==> src/design/srd_pkg.sv <==
// Shared types and constants of the scan rate detector.
`timescale 1ns / 1ps
package srd_pkg;

  localparam int unsigned LogDepthDef = 64;

  localparam int unsigned AddrW    = 32;
  localparam int unsigned StampW   = 32;
  localparam int unsigned ThreshW  = 6;
  localparam int unsigned WindowW  = 8;
  localparam int unsigned CountW   = 7;
  localparam int unsigned InDataW  = AddrW + StampW;
  localparam int unsigned OutDataW = 1 + CountW;
  localparam int unsigned CfgIdxW  = 8;
  localparam int unsigned CfgDataW = 8;

  localparam logic [CfgIdxW-1:0] CfgThreshold = 8'd0;
  localparam logic [CfgIdxW-1:0] CfgWindow    = 8'd1;

  localparam logic [ThreshW-1:0] ThresholdRst = 6'd5;
  localparam logic [WindowW-1:0] WindowRst    = 8'd3;

  // One ring entry as stored in the log memory.
  typedef struct packed {
    logic [StampW-1:0] stamp;
    logic [AddrW-1:0]  source;
  } entry_t;

  localparam int unsigned EntryW = $bits(entry_t);

  typedef enum logic [1:0] {
    ST_IDLE,
    ST_SCAN,
    ST_DRAIN,
    ST_FINISH
  } scan_state_e;

endpackage

==> src/design/srd_ram.sv <==
// Generic simple dual-port RAM with registered read.
`timescale 1ns / 1ps
module srd_ram #(
  parameter int unsigned Width = 64,
  parameter int unsigned Depth = 64
) (
  input  logic                     clk_i,
  input  logic                     we_i,
  input  logic [$clog2(Depth)-1:0] waddr_i,
  input  logic [Width-1:0]         wdata_i,
  input  logic [$clog2(Depth)-1:0] raddr_i,
  output logic [Width-1:0]         rdata_o
);

  logic [Width-1:0] mem_q [Depth];
  logic [Width-1:0] rdata_q;

  always_ff @(posedge clk_i) begin
    if (we_i) begin
      mem_q[waddr_i] <= wdata_i;
    end
    rdata_q <= mem_q[raddr_i];
  end

  assign rdata_o = rdata_q;

endmodule

==> src/design/srd_match.sv <==
// Per-entry match test: same source and within the time window.
`timescale 1ns / 1ps
module srd_match (
  input  srd_pkg::entry_t              entry_i,
  input  logic                         qual_i,
  input  logic [srd_pkg::AddrW-1:0]    key_i,
  input  logic [srd_pkg::StampW-1:0]   now_i,
  input  logic [srd_pkg::WindowW-1:0]  window_i,
  output logic                         hit_o
);
  import srd_pkg::*;

  logic [StampW-1:0] age;
  logic              in_window;

  always_comb begin
    age = now_i - entry_i.stamp;
    // A stamp later than now counts as age zero.
    in_window = (entry_i.stamp > now_i) || (age <= {{(StampW-WindowW){1'b0}}, window_i});
  end

  assign hit_o = qual_i && (entry_i.source == key_i) && in_window;

endmodule

==> src/design/srd_ctrl.sv <==
// Sequencer: ring write, log sweep, count accumulate and output register.
`timescale 1ns / 1ps
module srd_ctrl #(
  parameter int unsigned LogDepth = srd_pkg::LogDepthDef
) (
  input  logic                          clk_i,
  input  logic                          rst_ni,
  input  logic                          in_valid_i,
  output logic                          in_ready_o,
  input  logic [srd_pkg::AddrW-1:0]     in_src_i,
  input  logic [srd_pkg::StampW-1:0]    in_now_i,
  input  logic [srd_pkg::ThreshW-1:0]   threshold_i,
  output logic                          ram_we_o,
  output logic [$clog2(LogDepth)-1:0]   ram_waddr_o,
  output srd_pkg::entry_t               ram_wdata_o,
  output logic [$clog2(LogDepth)-1:0]   ram_raddr_o,
  output logic                          qual_o,
  output logic [srd_pkg::AddrW-1:0]     key_o,
  output logic [srd_pkg::StampW-1:0]    now_o,
  input  logic                          hit_i,
  output logic                          out_valid_o,
  input  logic                          out_ready_i,
  output logic                          out_alert_o,
  output logic [srd_pkg::CountW-1:0]    out_count_o
);
  import srd_pkg::*;

  localparam int unsigned SlotW = $clog2(LogDepth);
  localparam int unsigned CntW  = $clog2(LogDepth + 1);
  localparam logic [SlotW-1:0] LastSlot = SlotW'(LogDepth - 1);

  scan_state_e state_q, state_d;

  logic [SlotW-1:0]  slot_q, cur_slot_q, addr_q, ridx_q;
  logic              full_q, rvalid_q;
  logic [CntW-1:0]   cnt_q;
  logic [AddrW-1:0]  src_q;
  logic [StampW-1:0] now_q;
  logic              out_valid_q, out_alert_q;
  logic [CountW-1:0] out_count_q;

  logic accept, rd_en, load_out, out_free;
  logic [CntW+CountW-1:0] cnt_ext, thr_ext;

  assign out_free = !out_valid_q || out_ready_i;
  assign accept   = in_valid_i && in_ready_o;

  always_comb begin
    state_d = state_q;
    case (state_q)
      ST_IDLE:   if (in_valid_i) state_d = ST_SCAN;
      ST_SCAN:   if (addr_q == LastSlot) state_d = ST_DRAIN;
      ST_DRAIN:  state_d = ST_FINISH;
      ST_FINISH: if (out_free) state_d = ST_IDLE;
      default:   state_d = ST_IDLE;
    endcase
  end

  always_comb begin
    in_ready_o = 1'b0;
    rd_en      = 1'b0;
    load_out   = 1'b0;
    case (state_q)
      ST_IDLE:   in_ready_o = 1'b1;
      ST_SCAN:   rd_en      = 1'b1;
      ST_DRAIN:  ;
      ST_FINISH: load_out   = out_free;
      default:   ;
    endcase
  end

  always_ff @(posedge clk_i or negedge rst_ni) begin
    if (!rst_ni) begin
      state_q     <= ST_IDLE;
      slot_q      <= '0;
      cur_slot_q  <= '0;
      full_q      <= 1'b0;
      addr_q      <= '0;
      rvalid_q    <= 1'b0;
      ridx_q      <= '0;
      cnt_q       <= '0;
      out_valid_q <= 1'b0;
    end else begin
      state_q  <= state_d;
      rvalid_q <= rd_en;
      ridx_q   <= addr_q;
      if (accept) begin
        cur_slot_q <= slot_q;
        slot_q     <= (slot_q == LastSlot) ? '0 : slot_q + 1'b1;
        if (slot_q == LastSlot) begin
          full_q <= 1'b1;
        end
        addr_q <= '0;
        cnt_q  <= '0;
      end else begin
        if (rd_en && (addr_q != LastSlot)) begin
          addr_q <= addr_q + 1'b1;
        end
        if (hit_i) begin
          cnt_q <= cnt_q + 1'b1;
        end
      end
      if (load_out) begin
        out_valid_q <= 1'b1;
      end else if (out_ready_i) begin
        out_valid_q <= 1'b0;
      end
    end
  end

  always_ff @(posedge clk_i) begin
    if (accept) begin
      src_q <= in_src_i;
      now_q <= in_now_i;
    end
    if (load_out) begin
      out_alert_q <= (cnt_ext == thr_ext);
      out_count_q <= cnt_ext[CountW-1:0];
    end
  end

  assign cnt_ext = {{CountW{1'b0}}, cnt_q};
  assign thr_ext = {{CntW{1'b0}}, ({1'b0, threshold_i} + 7'd1)};

  // Ring fills in slot order, so an entry is live once full or at/below the newest slot.
  assign qual_o = rvalid_q && (full_q || (ridx_q <= cur_slot_q));
  assign key_o  = src_q;
  assign now_o  = now_q;

  assign ram_we_o           = accept;
  assign ram_waddr_o        = slot_q;
  assign ram_wdata_o.source = in_src_i;
  assign ram_wdata_o.stamp  = in_now_i;
  assign ram_raddr_o        = addr_q;

  assign out_valid_o = out_valid_q;
  assign out_alert_o = out_alert_q;
  assign out_count_o = out_count_q;

endmodule

==> src/design/scan_rate_detector_core.sv <==
// Scan rate detector: per-event sliding-window count over a ring log of probes.
// A result is registered after the sweep of the log memory and the DRAIN and FINISH states.
// A new event is taken only when the core is idle again; the pace is set by the sweep of the log
// memory, one entry read per cycle through its single read port.
// A finished result waits in the output register while the next event is taken.
// Reset clears the fill flag and write slot (no memory clearing pass); config resets to 5 / 3.
`timescale 1ns / 1ps
module scan_rate_detector_core #(
  parameter int unsigned LogDepth = srd_pkg::LogDepthDef
) (
  input  logic                           clk_i,
  input  logic                           rst_ni,
  input  logic                           s_axis_tvalid_i,
  output logic                           s_axis_tready_o,
  // [31:0] source_address, [63:32] event_time
  input  logic [srd_pkg::InDataW-1:0]    s_axis_tdata_i,
  output logic                           m_axis_tvalid_o,
  input  logic                           m_axis_tready_i,
  // [0] alert, [7:1] probe_count
  output logic [srd_pkg::OutDataW-1:0]   m_axis_tdata_o,
  input  logic                           cfg_valid_i,
  output logic                           cfg_ready_o,
  input  logic [srd_pkg::CfgIdxW-1:0]    cfg_index_i,
  input  logic [srd_pkg::CfgDataW-1:0]   cfg_data_i
);
  import srd_pkg::*;

  localparam int unsigned SlotW = $clog2(LogDepth);

  logic [ThreshW-1:0] threshold_q;
  logic [WindowW-1:0] window_q;

  logic             ram_we, qual, hit, out_alert;
  logic [SlotW-1:0] ram_waddr, ram_raddr;
  entry_t           ram_wdata, ram_rdata;
  logic [AddrW-1:0] key;
  logic [StampW-1:0] now;
  logic [CountW-1:0] out_count;

  assign cfg_ready_o = 1'b1;

  always_ff @(posedge clk_i or negedge rst_ni) begin
    if (!rst_ni) begin
      threshold_q <= ThresholdRst;
      window_q    <= WindowRst;
    end else if (cfg_valid_i) begin
      if (cfg_index_i == CfgThreshold) begin
        threshold_q <= cfg_data_i[ThreshW-1:0];
      end else if (cfg_index_i == CfgWindow) begin
        window_q <= cfg_data_i[WindowW-1:0];
      end
    end
  end

  srd_ctrl #(
    .LogDepth(LogDepth)
  ) u_ctrl (
    .clk_i       (clk_i),
    .rst_ni      (rst_ni),
    .in_valid_i  (s_axis_tvalid_i),
    .in_ready_o  (s_axis_tready_o),
    .in_src_i    (s_axis_tdata_i[AddrW-1:0]),
    .in_now_i    (s_axis_tdata_i[InDataW-1:AddrW]),
    .threshold_i (threshold_q),
    .ram_we_o    (ram_we),
    .ram_waddr_o (ram_waddr),
    .ram_wdata_o (ram_wdata),
    .ram_raddr_o (ram_raddr),
    .qual_o      (qual),
    .key_o       (key),
    .now_o       (now),
    .hit_i       (hit),
    .out_valid_o (m_axis_tvalid_o),
    .out_ready_i (m_axis_tready_i),
    .out_alert_o (out_alert),
    .out_count_o (out_count)
  );

  srd_ram #(
    .Width(EntryW),
    .Depth(LogDepth)
  ) u_log (
    .clk_i   (clk_i),
    .we_i    (ram_we),
    .waddr_i (ram_waddr),
    .wdata_i (ram_wdata),
    .raddr_i (ram_raddr),
    .rdata_o (ram_rdata)
  );

  srd_match u_match (
    .entry_i  (ram_rdata),
    .qual_i   (qual),
    .key_i    (key),
    .now_i    (now),
    .window_i (window_q),
    .hit_o    (hit)
  );

  assign m_axis_tdata_o = {out_count, out_alert};

endmodule

==> config.mk <==
export PLATFORM = sky130hd
export DESIGN_NAME = scan_rate_detector_core
export DESIGN_NICKNAME = d
export VERILOG_FILES = /design/src/design/srd_pkg.sv /design/src/design/srd_ram.sv /design/src/design/srd_match.sv /design/src/design/srd_ctrl.sv /design/src/design/scan_rate_detector_core.sv
export SDC_FILE = /design/constraint.sdc
export NUM_CORES = 2
export LEC_CHECK = 0
export ABC_AREA = 1
export BUFFER_PORTS_ARGS = -buffer_cell sky130_fd_sc_hd__buf_2
export CAP_MARGIN = 30
export CELL_PAD_IN_SITES_DETAIL_PLACEMENT = 0
export CELL_PAD_IN_SITES_GLOBAL_PLACEMENT = 1
export CORE_ASPECT_RATIO = 1.25
export CORE_MARGIN = 8
export CORE_UTILIZATION = 30
export DETAILED_ROUTE_END_ITERATION = 8
export PLACE_DENSITY_LB_ADDON = 0.1
export SLEW_MARGIN = 20
export SYNTH_ARGS = -nofsm -noshare
export SYNTH_HDL_FRONTEND = slang
export SYNTH_SLANG_ARGS = --single-unit
==> constraint.sdc <==
create_clock -name clk_i -period 9.45 [get_ports clk_i]
set_input_delay 1.4175 -clock clk_i [delete_from_list [all_inputs] [get_ports clk_i]]
set_output_delay 1.4175 -clock clk_i [all_outputs]
set_load 0.005 [all_outputs]
==> results by group <==
Yosys
  – Count leader, synth: edfxtp_1
  – Post-synthesis register bit count: around 4,300
  – Most used DFF post-synth: edfxtp_1
  – Cell variety after synth: 56
  – Share of the synthesized area in the top cell type: 0.7476
  – Post-Syn Area: approximately 170,000 um^2
  – Register area share after synthesis: 0.7628
  – Most frequent cells after synthesis: edfxtp_1 (4,168), nor2_1 (2,199), o21ai_0 (2,035)
  – Post-synth EDFFs: around 4,200
  – Cells after Synth: approximately 12,000
  – Mean post-synth cell area: about 14 um^2
  – Ys async rst share: 0.01168
  – Post-Syn Nets: about 13,000
  – Synth area leader: edfxtp_1
  – Yosys warns: 0
  – Synth top area cells: edfxtp_1 (75%), o21ai_0 (6.1%), nor2_1 (4.9%)

Final layout
  – Layout cells sized above 1: 0.09629
  – Non-Filler Instances: between 20,000 and 25,000
  – Cell area after layout: 192,800 um^2
  – Nets: around 13,000
  – Area delta synth->final: 15.16%

Clocking
  – Total CTS buffers: between 400 and 500
  – Setup Buffers After CTS: 0
  – CTS sink count: between 4,000 and 5,000
  – Clk Latency, worst-skew pair: 1.06 ns
  – Clock Path Buffers: 4
  – H-Tree Depth: 5
  – CTS tree: done
  – Clock slew at reported path FFs: approximately 0.060 ns
  – CTS resizes: 0
  – Clock root buffer: clkbuf_16
  – CTS Hold Bufs: 0

STA
  – Final Max Tran Viols: 0
  – Final Skew: ~0.067 ns
  – Fmax: 205.9 MHz
  – Worst Max-Slew Pin Slew: roughly 1.1 ns
  – Fraction of the cycle the final worst path needs: 0.5139
  – Hold Vio Cnt, Final: 0
  – Setup-failing EPs final: 0
  – RSZ-0062 raised after global routing: no
  – Post-layout min period: 4.857 ns
  – Min Hold Slack: around 0.46 ns
  – Relative slew margins: 0.2755
  – Setup TNS: 0 ns

Global routing
  – First-pass GRT wire length: around 880,000 um
  – Pin count of the biggest net entering global routing: around 180
  – GRT Total Usage: 0.2117
  – Vias in the first global route: roughly 110k
  – GRT Residual Overflow: 0
  – Initial antenna violation count: 53

Drt
  – Final wirelength: roughly 640,000 um
  – Avg Vias per Cell: 5.349
  – Wire length per cell: approximately 32 um
  – Routed via count: around 110k
  – TritonRoute pass-1 iters: 8
  – DRC violation count after routing: 0
  – DRT antenna net count: 0
  – Initial DRC count: around 11,000

Floorplanning
  – Die height: 851.2 um
  – Die ar.: around 580,000 um^2
  – Site Rows: approximately 300
  – I/O Pins: 96
  – Initial Util: 0.3013
  – Die X: roughly 700 um
  – Core area: between 500,000 and 600,000 um^2

Setup path
  – Reg2Reg Setup Slack: roughly 4.6 ns
  – Worst Setup End Kind: flip-flop
  – WP buf/inv: 3
  – CP Launch Type: flip-flop
  – Crit path max-delay cell type: buf_4
  – Top delay family on crit path: buffers and inverters
  – CP peak stage delay: ~0.83 ns
  – Data arrival time of the worst path: roughly 5.8 ns
  – Largest fanout on the critical path: around 140
  – Critical setup path kind: reg2reg
  – CP required: between 10 and 15 ns
  – Most common cell on crit path: buf_4
  – Cell Chain, Critical Path: inv_16 > buf_4 > buf_4 > o21ai_0 > o221ai_1 > nand3_1 > a31oi_1 > a32o_1

Flow run
  – Maxcap violations: 0

Status
  – Outcome: finished, final reports clean

Worst hold path
  – Hold crit path type: reg2reg

Placed design
  – Hpwl dp: 348,200 um
  – PortBufs: 94
  – Routability cong.: between 0.7 and 0.8
  – Dpl cells: ~19,000
  – Placed Area: between 150,000 and 200,000 um^2

Pwr
  – Pwr Density: about 300 nW/um^2
  – Total power: between 50 and 60 mW
  – Worst IR Drop VDD: 0.2443 mV
  – Leakage power: a little over 60 nW
-- flip-flops by register name, indices dropped and copies added (netlist names), 7 cells and up --
name,flops
window_q,8
u_log.mem_q,4096
u_ctrl.cnt_q,7
u_log.rdata_o,64
u_ctrl.now_o,32
u_ctrl.out_count_o,7
u_ctrl.key_o,32
-- routing by layer --
layer | wire [um] | share of wire | track usage
met1 | 274100 | 0.43 | 0.2792
met2 | 318200 | 0.50 | 0.3697
met3 | 30620 | 0.048 | 0.02535
met4 | 18350 | 0.029 | 0.05446
met5 | 65 | 0.00010 | 0
-- final timing paths --
kind,start,end,cells past startpoint
max,u_ctrl.ram_raddr_o[1]$_DFFE_PN0P_,u_log.rdata_o[26]$_DFF_P_,8
min,u_ctrl.full_q$_DFFE_PN0P_,u_ctrl.full_q$_DFFE_PN0P_,2
max reg2reg,u_ctrl.ram_raddr_o[1]$_DFFE_PN0P_,u_log.rdata_o[26]$_DFF_P_,8
min reg2reg,u_ctrl.full_q$_DFFE_PN0P_,u_ctrl.full_q$_DFFE_PN0P_,2
max in group asynchronous,rst_ni,u_ctrl.ram_raddr_o[0]$_DFFE_PN0P_,2
min in group asynchronous,rst_ni,u_ctrl.out_valid_o$_DFFE_PN0P_,2
-- layout by cell type (no fill, tap or decap), types with 27 or more instances in the layout --
cell	count
o211ai_1	113
buf_12	63
clkinv_2	109
ha_1	54
dfxtp_1	64
nand3_1	311
a21oi_1	159
inv_1	209
o22ai_1	624
clkbuf_8	27
buf_4	289
nand2_1	722
nor2_4	65
a221o_1	33
bufinv_16	53
dfrtp_1	41
buf_2	84
clkbuf_16	465
a31oi_1	100
clkinv_1	66
o21ai_0	2035
nand4_1	68
nor2_1	2134
edfxtp_1	4168
clkbuf_1	103
o21ai_1	47
o221ai_1	401
-- through the flow --
stage / util / setup slack [ns]
finish: 0.3470 / 4.593
CTS: 0.3470 / 4.578
detailed placement: 0.3196 / 3.860
global route: 0.3470 / 4.567
floorplan: - / 1.076
global placement: 0.3185 / 3.676
-- where the power goes --
group	switching (mW)	internal, mW	leakage [nW]
sequential	0.440	21.3	38.6
combinational	13.1	4.55	14.6
clock	7.76	10.7	7.47
-- worst reg2reg max path, delay by kind of cell, from the launching register on --
family                 cells  cell delay, ns
AOI/OAI and AO/OA          4            1.39
and+or+nand+nor            1            0.15
DFF                        1            0.65
buffers and inverters      3            2.56
-- cells by family after synthesis --
group,Yosys count,share of synthesized area
simple gates,3344,0.07910
compound gates,3555,0.1244
other cells,1,0.00002240
buf+inv,1086,0.02756
fa+ha+maj,55,0.004156
xor+xnor,37,0.001936
flops,4282,0.7628
-- layout make-up --
type | instances | area [um^2]
inverters | 219 | 884.6
clock buffers | 595 | 12390
multi-input cells | 6992 | 35600
well taps | 7392 | 9249
clock inverters | 260 | 2789
repair buffers | 447 | 4125
flip-flops and latches | 4282 | 127700
diodes | 11 | 27.53
fillers | 53480 | 362800
Note: power is estimated with default switching activity, not from simulation.
